==> src/hw/rtl/bbsp_pkg.sv <==
package bbsp_pkg;

  // Clamp limits for screen and frame sizes
  localparam int MAX_SCREEN = 1024;
  localparam int MAX_FRAME  = 256;

  // Shared divider: numerator and divisor widths
  localparam int DIV_NW = 48;
  localparam int DIV_DW = 37;
  localparam int DIV_CW = 6;

  // Shared multiplier operand widths
  localparam int MUL_AW = 40;
  localparam int MUL_BW = 17;
  localparam int MUL_PW = MUL_AW + MUL_BW;

  // Working width of signed screen quantities
  localparam int SWID = 34;

  // Near plane: 0.05 taken as 13/256, in Q.22
  localparam logic signed [SWID-1:0] NEAR_LIMIT = 34'sd212992;

  // 33 * 2^14 and 66 * 2^14
  localparam logic signed [39:0] HALF_SCALE = 40'sd540672;
  localparam logic [DIV_DW-1:0]  FULL_SCALE = 37'd1081344;

  typedef enum logic [1:0] {
    REG_VIEW_COS,
    REG_VIEW_SIN,
    REG_SCREEN_W,
    REG_SCREEN_H
  } reg_idx_t;

  localparam logic OP_SETUP = 1'b0;
  localparam logic OP_PIXEL = 1'b1;

  // Divider launch
  typedef struct packed {
    logic              start;
    logic [DIV_CW-1:0] iters;
  } div_req_t;

endpackage

==> src/hw/rtl/bbsp_div.sv <==
module bbsp_div (
  input  logic                       clk,
  input  logic                       rst,
  input  bbsp_pkg::div_req_t         req,
  input  logic [bbsp_pkg::DIV_NW-1:0] num,
  input  logic [bbsp_pkg::DIV_DW-1:0] den,
  output logic                       done,
  output logic [bbsp_pkg::DIV_NW-1:0] quo
);
  import bbsp_pkg::*;

  logic              busy;
  logic [DIV_CW-1:0] cnt;
  logic [DIV_DW-1:0] rem;
  logic [DIV_NW-1:0] shf;
  logic [DIV_DW-1:0] den_r;
  logic [DIV_DW:0]   rem_sh;
  logic [DIV_DW:0]   rem_next;
  logic              q_bit;

  // One restoring step: numerator is left aligned by the caller
  always_comb begin
    rem_sh = {rem, shf[DIV_NW-1]};
    q_bit  = (rem_sh >= {1'b0, den_r});
    rem_next = q_bit ? (rem_sh - {1'b0, den_r}) : rem_sh;
  end

  always_ff @(posedge clk) begin
    if (rst) begin
      busy <= 1'b0;
      done <= 1'b0;
      cnt  <= '0;
    end else begin
      done <= 1'b0;
      if (req.start) begin
        busy  <= 1'b1;
        cnt   <= req.iters;
        rem   <= '0;
        shf   <= num;
        quo   <= '0;
        den_r <= den;
      end else if (busy) begin
        rem <= rem_next[DIV_DW-1:0];
        shf <= {shf[DIV_NW-2:0], 1'b0};
        quo <= {quo[DIV_NW-2:0], q_bit};
        cnt <= cnt - 1'b1;
        if (cnt == DIV_CW'(1)) begin
          busy <= 1'b0;
          done <= 1'b1;
        end
      end
    end
  end

endmodule

==> src/hw/rtl/bbsp_mul.sv <==
module bbsp_mul (
  input  logic                               clk,
  input  logic signed [bbsp_pkg::MUL_AW-1:0] a,
  input  logic signed [bbsp_pkg::MUL_BW-1:0] b,
  output logic signed [bbsp_pkg::MUL_PW-1:0] prod
);
  import bbsp_pkg::*;

  // Registered signed product
  always_ff @(posedge clk) begin
    prod <= MUL_PW'(a) * MUL_PW'(b);
  end

endmodule

==> src/hw/rtl/billboard_sprite_projection_clip.sv <==
// Channel | Direction | Handshake          | Payload
// in      | input     | in_valid/in_stall   | operation, rel_x..wall_top
// out     | output    | out_valid/out_stall | visible, draw, texel_index, box, depth
// cfg     | input     | APB psel/penable    | view_cos, view_sin, screen size
//
// Setup item: multiplies plus five passes of the shared divider (48 steps for
// the screen centre, 32 for each span and row); a sprite too near skips the divider.
// Pixel query: two 20 step divisions; a rejected pixel skips them.
// Reset is synchronous; no sprite is set up after it.
// A stalled result holds in the output register; the next transaction is
// taken meanwhile, and the sequencer waits only to hand over a new result.
module billboard_sprite_projection_clip (
  input  logic               clk,
  input  logic               rst,
  // configuration
  input  logic               psel,
  input  logic               penable,
  input  logic               pwrite,
  input  logic [3:0]         paddr,
  input  logic [31:0]        pwdata,
  output logic [31:0]        prdata,
  output logic               pready,
  // input channel
  input  logic               in_valid,
  output logic               in_stall,
  input  logic               operation,
  input  logic signed [15:0] rel_x,
  input  logic signed [15:0] rel_y,
  input  logic signed [15:0] rel_z,
  input  logic [15:0]        sprite_height,
  input  logic [8:0]         frame_width,
  input  logic [8:0]         frame_height,
  input  logic [9:0]         pixel_x,
  input  logic [9:0]         pixel_y,
  input  logic [15:0]        wall_depth,
  input  logic signed [15:0] wall_top,
  // output channel
  output logic               out_valid,
  input  logic               out_stall,
  output logic               visible,
  output logic               draw,
  output logic [15:0]        texel_index,
  output logic [9:0]         box_left,
  output logic [9:0]         box_right,
  output logic [9:0]         box_top,
  output logic [9:0]         box_bottom,
  output logic [15:0]        sprite_depth
);
  import bbsp_pkg::*;

  typedef enum logic [4:0] {
    ST_IDLE, ST_M1, ST_M2, ST_M3, ST_M4, ST_M5, ST_M6, ST_M7, ST_M8,
    ST_W_SX, ST_DSH, ST_W_SH, ST_MSW, ST_DSW, ST_W_SW, ST_MT, ST_DT,
    ST_W_T, ST_DB, ST_W_B, ST_BOX, ST_QCHK, ST_QDX, ST_QWX, ST_QDY,
    ST_QWY, ST_QMI, ST_QIDX, ST_OUT
  } state_t;

  typedef struct packed {
    logic        visible;
    logic        draw;
    logic [15:0] texel;
    logic [9:0]  left;
    logic [9:0]  right;
    logic [9:0]  top;
    logic [9:0]  bottom;
    logic [15:0] depth;
  } res_t;

  state_t state;

  // configuration registers
  logic signed [15:0] cfg_cos;
  logic signed [15:0] cfg_sin;
  logic [10:0]        cfg_w;
  logic [10:0]        cfg_h;

  // latched transaction
  logic signed [15:0] dx, dy, dz;
  logic [15:0]        hgt;
  logic [8:0]         fw_in, fh_in;
  logic [9:0]         px, py;
  logic [15:0]        wd;
  logic signed [15:0] wt;

  // stored sprite
  logic [9:0]  box_l, box_r, box_t, box_b;
  logic [15:0] depth_r;
  logic [8:0]  frame_w_r, frame_h_r;
  logic        sprite_ok;

  // working registers
  logic signed [MUL_PW-1:0] p_a;
  logic signed [SWID-1:0]   depth_raw, lat;
  logic [15:0]              d;
  logic signed [39:0]       numx;
  logic signed [SWID-1:0]   sx, sh, sw, top, bot;
  logic                     neg;
  logic [8:0]               cx, cy;
  res_t                     res;

  // shared units
  logic signed [MUL_AW-1:0] mul_a;
  logic signed [MUL_BW-1:0] mul_b;
  logic signed [MUL_PW-1:0] prod;
  div_req_t                 div_req;
  logic [DIV_NW-1:0]        div_num;
  logic [DIV_DW-1:0]        div_den;
  logic                     div_done;
  logic [DIV_NW-1:0]        quo;

  logic [10:0] w_c, h_c, w_m1, h_m1;
  logic [8:0]  fw_c, fh_c;
  logic signed [MUL_PW-1:0] prod_mag, tnum, tnum_mag;
  logic signed [SWID-1:0]   q_s;
  logic signed [SWID-1:0]   left, right, lc, rc, tc, bc;
  logic                     box_ok;
  logic                     q_reject;
  logic                     accept;

  bbsp_mul u_mul (.clk(clk), .a(mul_a), .b(mul_b), .prod(prod));

  bbsp_div u_div (
    .clk(clk), .rst(rst), .req(div_req), .num(div_num), .den(div_den),
    .done(div_done), .quo(quo)
  );

  assign pready   = 1'b1;
  assign in_stall = (state != ST_IDLE);
  assign accept   = in_valid && !in_stall;

  // register read
  always_comb begin
    unique case (reg_idx_t'(paddr[3:2]))
      REG_VIEW_COS: prdata = 32'(cfg_cos);
      REG_VIEW_SIN: prdata = 32'(cfg_sin);
      REG_SCREEN_W: prdata = {21'd0, cfg_w};
      REG_SCREEN_H: prdata = {21'd0, cfg_h};
      default:      prdata = '0;
    endcase
  end

  // register write
  always_ff @(posedge clk) begin
    if (rst) begin
      cfg_cos <= 16'sd16384;
      cfg_sin <= '0;
      cfg_w   <= 11'd320;
      cfg_h   <= 11'd200;
    end else if (psel && penable && pwrite) begin
      unique case (reg_idx_t'(paddr[3:2]))
        REG_VIEW_COS: cfg_cos <= pwdata[15:0];
        REG_VIEW_SIN: cfg_sin <= pwdata[15:0];
        REG_SCREEN_W: cfg_w   <= pwdata[10:0];
        REG_SCREEN_H: cfg_h   <= pwdata[10:0];
        default: ;
      endcase
    end
  end

  // clamped sizes
  always_comb begin
    w_c  = (cfg_w < 11'd2) ? 11'd2 : ((cfg_w > 11'(MAX_SCREEN)) ? 11'(MAX_SCREEN) : cfg_w);
    h_c  = (cfg_h < 11'd2) ? 11'd2 : ((cfg_h > 11'(MAX_SCREEN)) ? 11'(MAX_SCREEN) : cfg_h);
    w_m1 = w_c - 11'd1;
    h_m1 = h_c - 11'd1;
    fw_c = (fw_in == 9'd0) ? 9'd1 : ((fw_in > 9'(MAX_FRAME)) ? 9'(MAX_FRAME) : fw_in);
    fh_c = (fh_in == 9'd0) ? 9'd1 : ((fh_in > 9'(MAX_FRAME)) ? 9'(MAX_FRAME) : fh_in);
  end

  // magnitudes and signed quotient
  always_comb begin
    prod_mag = prod[MUL_PW-1] ? -prod : prod;
    tnum     = p_a - prod;
    tnum_mag = tnum[MUL_PW-1] ? -tnum : tnum;
    q_s      = neg ? -$signed(quo[SWID-1:0]) : $signed(quo[SWID-1:0]);
  end

  // box from centre and spans, then clipping
  always_comb begin
    left   = sx - (sw >>> 1);
    right  = left + sw;
    lc     = (left < 0) ? '0 : left;
    rc     = (right > $signed({23'd0, w_m1})) ? $signed({23'd0, w_m1}) : right;
    tc     = (top < 0) ? '0 : top;
    bc     = (bot > $signed({23'd0, h_m1})) ? $signed({23'd0, h_m1}) : bot;
    box_ok = (rc > lc) && (bc > tc);
  end

  // pixel outside, no sprite, or hidden behind a nearer wall
  always_comb begin
    q_reject = !sprite_ok || (box_r <= box_l) || (box_b <= box_t) ||
               (px < box_l) || (px >= box_r) || (py < box_t) || (py >= box_b) ||
               ((wd < depth_r) && ($signed({1'b0, py, 8'd0}) >= 19'(wt)));
  end

  // operand selection for the shared multiplier
  always_comb begin
    mul_a = '0;
    mul_b = '0;
    case (state)
      ST_M1:   begin mul_a = MUL_AW'(cfg_cos); mul_b = MUL_BW'(dx); end
      ST_M2:   begin mul_a = MUL_AW'(cfg_sin); mul_b = MUL_BW'(dy); end
      ST_M3:   begin mul_a = MUL_AW'(cfg_cos); mul_b = MUL_BW'(dy); end
      ST_M4:   begin mul_a = MUL_AW'(cfg_sin); mul_b = MUL_BW'(dx); end
      ST_M7:   begin mul_a = numx; mul_b = $signed({6'd0, w_c}); end
      ST_W_SX: begin mul_a = $signed({29'd0, h_c}); mul_b = $signed({1'b0, hgt}); end
      ST_MSW:  begin mul_a = MUL_AW'(sh); mul_b = $signed({8'd0, fw_c}); end
      ST_W_SW: begin mul_a = $signed({30'd0, h_c[10:1]}); mul_b = $signed({1'b0, d}); end
      ST_MT:   begin
        mul_a = MUL_AW'(18'(dz) + $signed({2'b0, hgt}));
        mul_b = $signed({6'd0, h_c});
      end
      ST_W_T:  begin mul_a = MUL_AW'(dz); mul_b = $signed({6'd0, h_c}); end
      ST_QCHK: begin
        mul_a = $signed({30'd0, px - box_l}); mul_b = $signed({8'd0, frame_w_r});
      end
      ST_QWX:  begin
        mul_a = $signed({30'd0, py - box_t}); mul_b = $signed({8'd0, frame_h_r});
      end
      ST_QMI:  begin mul_a = $signed({31'd0, cy}); mul_b = $signed({8'd0, frame_w_r}); end
      default: ;
    endcase
  end

  // divider launch
  always_comb begin
    div_req = '0;
    div_num = '0;
    div_den = '0;
    case (state)
      ST_M8: begin
        div_req = '{start: 1'b1, iters: DIV_CW'(48)};
        div_num = prod_mag[DIV_NW-1:0];
        div_den = DIV_DW'(d) * FULL_SCALE;
      end
      ST_DSH: begin
        div_req = '{start: 1'b1, iters: DIV_CW'(32)};
        div_num = {prod[31:0], 16'd0};
        div_den = DIV_DW'(d);
      end
      ST_DSW: begin
        div_req = '{start: 1'b1, iters: DIV_CW'(32)};
        div_num = {prod[31:0], 16'd0};
        div_den = DIV_DW'(fh_c);
      end
      ST_DT, ST_DB: begin
        div_req = '{start: 1'b1, iters: DIV_CW'(32)};
        div_num = {tnum_mag[31:0], 16'd0};
        div_den = DIV_DW'(d);
      end
      ST_QDX: begin
        div_req = '{start: 1'b1, iters: DIV_CW'(20)};
        div_num = {prod[19:0], 28'd0};
        div_den = DIV_DW'(box_r - box_l);
      end
      ST_QDY: begin
        div_req = '{start: 1'b1, iters: DIV_CW'(20)};
        div_num = {prod[19:0], 28'd0};
        div_den = DIV_DW'(box_b - box_t);
      end
      default: ;
    endcase
  end

  // sequencer, sprite state and output register
  always_ff @(posedge clk) begin
    if (rst) begin
      state     <= ST_IDLE;
      out_valid <= 1'b0;
      sprite_ok <= 1'b0;
      box_l     <= '0;
      box_r     <= '0;
      box_t     <= '0;
      box_b     <= '0;
      depth_r   <= '0;
      frame_w_r <= 9'd1;
      frame_h_r <= 9'd1;
    end else begin
      // result handshake: load a new one or drop the taken one
      if (state == ST_OUT && (!out_valid || !out_stall)) out_valid <= 1'b1;
      else if (out_valid && !out_stall) out_valid <= 1'b0;
      unique case (state)
        ST_IDLE: if (accept) begin
          dx    <= rel_x;
          dy    <= rel_y;
          dz    <= rel_z;
          hgt   <= sprite_height;
          fw_in <= frame_width;
          fh_in <= frame_height;
          px    <= pixel_x;
          py    <= pixel_y;
          wd    <= wall_depth;
          wt    <= wall_top;
          res   <= '0;
          state <= (operation == OP_PIXEL) ? ST_QCHK : ST_M1;
        end
        ST_M1: state <= ST_M2;
        ST_M2: begin p_a <= prod; state <= ST_M3; end
        ST_M3: begin depth_raw <= SWID'(p_a + prod); state <= ST_M4; end
        ST_M4: begin p_a <= prod; state <= ST_M5; end
        ST_M5: begin
          lat <= SWID'(p_a - prod);
          if (depth_raw < NEAR_LIMIT) begin
            sprite_ok <= 1'b0;
            state     <= ST_OUT;
          end else begin
            d     <= (depth_raw[SWID-1:14] > 20'd65535) ? 16'hFFFF : depth_raw[29:14];
            state <= ST_M6;
          end
        end
        ST_M6: begin
          numx  <= (40'($signed({1'b0, d})) * HALF_SCALE) + (40'(lat) * 40'sd50);
          state <= ST_M7;
        end
        ST_M7: state <= ST_M8;
        ST_M8: begin neg <= prod[MUL_PW-1]; state <= ST_W_SX; end
        ST_W_SX: if (div_done) begin sx <= q_s; state <= ST_DSH; end
        ST_DSH: begin neg <= 1'b0; state <= ST_W_SH; end
        ST_W_SH: if (div_done) begin
          sh    <= (quo == '0) ? SWID'(1) : $signed(quo[SWID-1:0]);
          state <= ST_MSW;
        end
        ST_MSW: state <= ST_DSW;
        ST_DSW: state <= ST_W_SW;
        ST_W_SW: if (div_done) begin
          sw    <= (quo == '0) ? SWID'(1) : $signed(quo[SWID-1:0]);
          state <= ST_MT;
        end
        ST_MT: begin p_a <= prod; state <= ST_DT; end
        ST_DT: begin neg <= tnum[MUL_PW-1]; state <= ST_W_T; end
        ST_W_T: if (div_done) begin top <= q_s; state <= ST_DB; end
        ST_DB: begin neg <= tnum[MUL_PW-1]; state <= ST_W_B; end
        ST_W_B: if (div_done) begin bot <= q_s; state <= ST_BOX; end
        ST_BOX: begin
          sprite_ok <= box_ok;
          if (box_ok) begin
            box_l       <= lc[9:0];
            box_r       <= rc[9:0];
            box_t       <= tc[9:0];
            box_b       <= bc[9:0];
            depth_r     <= d;
            frame_w_r   <= fw_c;
            frame_h_r   <= fh_c;
            res.visible <= 1'b1;
            res.left    <= lc[9:0];
            res.right   <= rc[9:0];
            res.top     <= tc[9:0];
            res.bottom  <= bc[9:0];
            res.depth   <= d;
          end
          state <= ST_OUT;
        end
        ST_QCHK: state <= q_reject ? ST_OUT : ST_QDX;
        ST_QDX:  state <= ST_QWX;
        ST_QWX: if (div_done) begin
          cx    <= (quo >= DIV_NW'(frame_w_r)) ? (frame_w_r - 9'd1) : quo[8:0];
          state <= ST_QDY;
        end
        ST_QDY: state <= ST_QWY;
        ST_QWY: if (div_done) begin
          cy    <= (quo >= DIV_NW'(frame_h_r)) ? (frame_h_r - 9'd1) : quo[8:0];
          state <= ST_QMI;
        end
        ST_QMI: state <= ST_QIDX;
        ST_QIDX: begin
          res.draw  <= 1'b1;
          res.texel <= prod[15:0] + {7'd0, cx};
          state     <= ST_OUT;
        end
        ST_OUT: if (!out_valid || !out_stall) begin
          visible      <= res.visible;
          draw         <= res.draw;
          texel_index  <= res.texel;
          box_left     <= res.left;
          box_right    <= res.right;
          box_top      <= res.top;
          box_bottom   <= res.bottom;
          sprite_depth <= res.depth;
          state        <= ST_IDLE;
        end
        default: state <= ST_IDLE;
      endcase
    end
  end

endmodule

==> config.mk <==
export PLATFORM = sky130hd
export DESIGN_NAME = billboard_sprite_projection_clip
export DESIGN_NICKNAME = d
export VERILOG_FILES = /design/src/hw/rtl/bbsp_pkg.sv /design/src/hw/rtl/bbsp_div.sv /design/src/hw/rtl/bbsp_mul.sv /design/src/hw/rtl/billboard_sprite_projection_clip.sv
export SDC_FILE = /design/constraint.sdc
export NUM_CORES = 2
export LEC_CHECK = 0
export BUFFER_PORTS_ARGS = -buffer_cell sky130_fd_sc_hd__buf_2
export CELL_PAD_IN_SITES_DETAIL_PLACEMENT = 1
export CELL_PAD_IN_SITES_GLOBAL_PLACEMENT = 2
export CORE_MARGIN = 3
export CORE_UTILIZATION = 45
export DETAILED_ROUTE_END_ITERATION = 10
export PLACE_DENSITY_LB_ADDON = 0.12
export RECOVER_POWER = 50
export SLEW_MARGIN = 20
export SYNTH_ARGS = -nofsm -noshare
export SYNTH_HDL_FRONTEND = slang
export SYNTH_SLANG_ARGS = --single-unit
==> constraint.sdc <==
create_clock -name clk -period 32.5 [get_ports clk]
set_input_delay 1.625 -clock clk [delete_from_list [all_inputs] [get_ports clk]]
set_output_delay 1.625 -clock clk [all_outputs]
set_load 0.02 [all_outputs]
==> qor_table.md <==
| Parameter | Value |
|---|---|
| Max-slew violation count | 599 |
| Buffer cell driving the clock tree root | clkbuf_16 |
| Number of buffers created by CTS | 115 |
| Dominant combinational cell family by area after synthesis | adder cells |
| Destination of the worst hold path | box_right[5] |
| Post-CTS setup repair buffer count | 0 |
| Count of input and output buffers | 267 |
| Number of sinks driven by the clock tree | 1007 |
| Highest achievable clock rate | 83.6 MHz |
| Average wire per standard cell | 26.9 µm |
| Pin count of the biggest net entering global routing | 135 |
| Min-delay worst type | flip-flop to flip-flop |
| DRT Wirelength | 297 mm |
| Cell type contributing the most total cell area after synthesis | edfxtp_1 |
| Total congestion overflow | 0 |
| Router iterations before antenna repair | 7 |
| Failing checks | max-capacitance violations, max-slew violations |
| Number of synthesized flops with an enable pin | 807 |
| Critical Path AT | 12.60 ns |
| Most frequent cells after synthesis | inv_1, nand2_1, edfxtp_1 |
| Post-synth cell types | 104 |
| Flip-flop cell with the highest count after synthesis | edfxtp_1 |
| DRC viols | 0 |
| Max Clock Skew | 0.0511 ns |
| Setup crit start | state[1] |
| Count of final hold-check violations | 0 |
| Average size of a mapped cell | 9.96 µm² |
| Total power | 6820 µW |
| Number of placed instances, taps included | 10900 |
| Sort of element at the end of the critical path | flip-flop |
| Synthesis-stage register bit count | 1007 |
| Share of cells above drive strength 1 | 6.94% |
| Post-Layout Cell Count | 11100 |
| Standby leakage power | 0.0384 µW |
| Shortest period the worst path allows | 11.96 ns |
| Part of the total power dissipated in combinational logic | 51.8% |
| Number of nets in the finished design | 10100 |
| Fraction of registers with async set or reset after synthesis | 0% |
| Fraction of power consumed by sequential logic | 28.3% |
| TNS Setup | 0 ns |
| Register-to-register setup slack | 20.54 ns |
| Core Region | 183000 µm² |
| CTS clk-pin slew, worst paths | 0.07 ns |
| Critical setup path kind | flip-flop to flip-flop |
| P per Cell Area | 74.8 nW/µm² |
| TritonCTS clock tree | done |
| Number of DRC markers in iteration 0 | 5104 |
| Final worst slack | 20.54 ns |
| Post_cts resized | 0 |
| Worst max-slew margin expressed relative to the limit | -446% |
| Number of cells on the worst hold path | 0 |
| Number of cells traversed by the worst register-to-register path | 32 |
| Power dissipated by switching net loads | 3080 µW |
| Die ar. | 190000 µm² |
| Hold buffer count at CTS | 0 |
| Leading cell types by total area after synthesis | edfxtp_1, fa_1, ha_1, inv_1, dfxtp_1 |
| Count of pins on the block boundary | 287 |
| Simple logic cell fraction of the synthesized area | 13.3% |
| Biggest cell delay along the critical path | 1.05 ns |
| Fraction of the yosys area taken by sequential cells | 34.0% |
| Setup-failing EPs final | 0 |
| Reg-to-Reg End | u_mul.prod[56] |
| Maximum net fanout on the critical path | 65 |
| CP Launch Type | flip-flop |
| Area share of the leading cell type in the synthesized netlist | 29.2% |
| Cell area after synthesis | 83000 µm² |
| Final Cycle Share | 36.8% |
| Detailed Place HPWL | 236 mm |
| Longest Clk Path Bufs | 3 |
| Overall via count from detail_route | 64300 |
| First-pass GRT wire length | 443 mm |
| Number of maximum-capacitance constraint violations | 16 |
| Horizontal die dimension | 436 µm |
| Status | finished with violations |
| Portion of total power attributed to the clock network | 19.9% |
| Signed area change from the synthesized netlist to the final layout | 9.74% |
| Arithmetic-cell share of the synthesized area counting full adders, half adders and majority gates | 27.2% |
| Xor/xnor share of the synthesized area | 4.46% |
| GRT Resource Usage Total | 31.2% |
| Net Count, Synth | 9906 |
| Reg-to-reg critical path startpoint | state[1] |
| Fraction of synthesized area in multiplexers | 1.83% |
| Transition time of the tightest slew-check pin | 8.19 ns |
| Placer's final routability congestion estimate | 0.952 |
| Slowest-stage cell, CP | clkbuf_1 |
| Average via count per standard cell | 5.80 |
| Synthesized-area fraction occupied by ao, oa, aoi and oai cells | 12.6% |
| Initial antenna violation count | 22 |
| Internal cell power | 3730 µW |
| H-Tree Level Count | 3 |
| Sw Ratio | 45.2% |
| Worst slack, placed | 20.74 ns |
| Area post-placement | 87500 µm² |
| Clock latency at the later pin of the worst-skew pair | 0.79 ns |
| Count of nets left with antenna violations after detail routing | 0 |
| Initial core utilization | 45.3% |
| RSZ-0062 raised after global routing | false |
| Number of instances in the synthesized netlist | 8335 |
| Via count of the first global-routing pass | 67800 |
| Fin area | 91100 µm² |
| Origin of the worst min-delay path | res[41] |
| Warnings, synthesis | 0 |
| Peak VDD IR | 0.0689 mV |
| Most used standard cell by instance count after synthesis | inv_1 |
| Die Ht | 436 µm |
| Placement row count | 157 |
| Data required time of the critical path | 33.14 ns |
==> power groups by stage <==
stage	Combinational (µW)	Sequential, µW	Clock, µW
floorplan	2350	1870	0
global placement	3440	1930	0
detailed placement	3520	1940	0
CTS	3560	1920	1380
global route	3890	1940	1430
finish	3530	1930	1360
==> kinds of logic (layout without fill, tap and decap cells) <==
| logic type | after synthesis | in the layout |
|---|---|---|
| compound gates | 1552 | 1552 |
| xor+xnor | 420 | 420 |
| fa+ha+maj | 1393 | 1393 |
| buf+inv | 1441 | 1711 |
| flops | 1007 | 1007 |
| mux | 134 | 134 |
| other cells | 1 | 6 |
| simple gates | 2387 | 2387 |
==> state kept, by name, indices dropped and copies added, names as in the netlist, 20 cells and up <==
register and count:
bot 34, depth_raw 20, lat 34, numx 39, p_a 57, res 74
sh 34, sw 34, sx 34, top 34, u_div.den_r 37, u_div.quo 48
u_div.rem 37, u_div.shf 48, u_mul.prod 57
==> layout make-up <==
class                      count  area, µm²
clock buffer                 141       3090
tap                         2464       3080
multi-input combinational   5887      49600
timing repair buffer         411       2160
clock inverter                76        832
sequential                  1007      28200
antenna                        5       12.5
inverter                    1083       4070
fill                       20500      92200
==> how the worst max path moves through the flow <==
| stage | endpoint | slack [ns] | cells after the start |
|---|---|---|---|
| floorplan | res[0] | 21.90 | 39 |
| global placement | res[1] | 20.54 | 36 |
| detailed placement | box_b[0] | 20.74 | 36 |
| CTS | res[1] | 20.70 | 36 |
| global route | u_mul.prod[56] | 19.91 | 32 |
| finish | u_mul.prod[56] | 20.54 | 32 |
==> metal layers <==
| metal | up-vias | share of wire (%) | global-route usage (%) |
|---|---|---|---|
| li1 | 28800 | - | - |
| met1 | 33000 | 41 | 39.7 |
| met2 | 1867 | 47 | 51.4 |
| met3 | 548 | 5.6 | 4.41 |
| met4 | 8 | 6.5 | 16.6 |
| met5 | - | 0.016 | 0 |
==> layout by cell type, fill, tap and decap left out, types with 132 or more instances in the layout <==
cell	n
inv_1	1081
nand2_1	812
edfxtp_1	807
ha_1	708
nor2_1	705
fa_1	685
a21oi_1	410
xnor2_1	318
o21ai_0	276
dfxtp_1	200
a21o_1	189
clkbuf_1	165
buf_2	164
nor2b_1	134
nand2b_1	132
==> through the flow <==
step	hold WS, ns	utilization (%)
floorplan	0.400	-
global placement	0.401	47.7
detailed placement	0.406	47.8
CTS	0.420	49.9
global route	0.420	49.7
finish	0.419	49.7
==> worst max-delay path: cells and delay by family (launching register included) <==
kind / cells / cell delay (ns)
xor gates and xnor gates: 1 / 0.24
and+or+nand+nor: 5 / 1.71
buffers and inverters: 9 / 2.56
adders and majority gates: 7 / 3.55
AOI/OAI and AO/OA: 10 / 3.19
DFF: 1 / 0.48
Note: power is estimated with default switching activity, not from simulation.
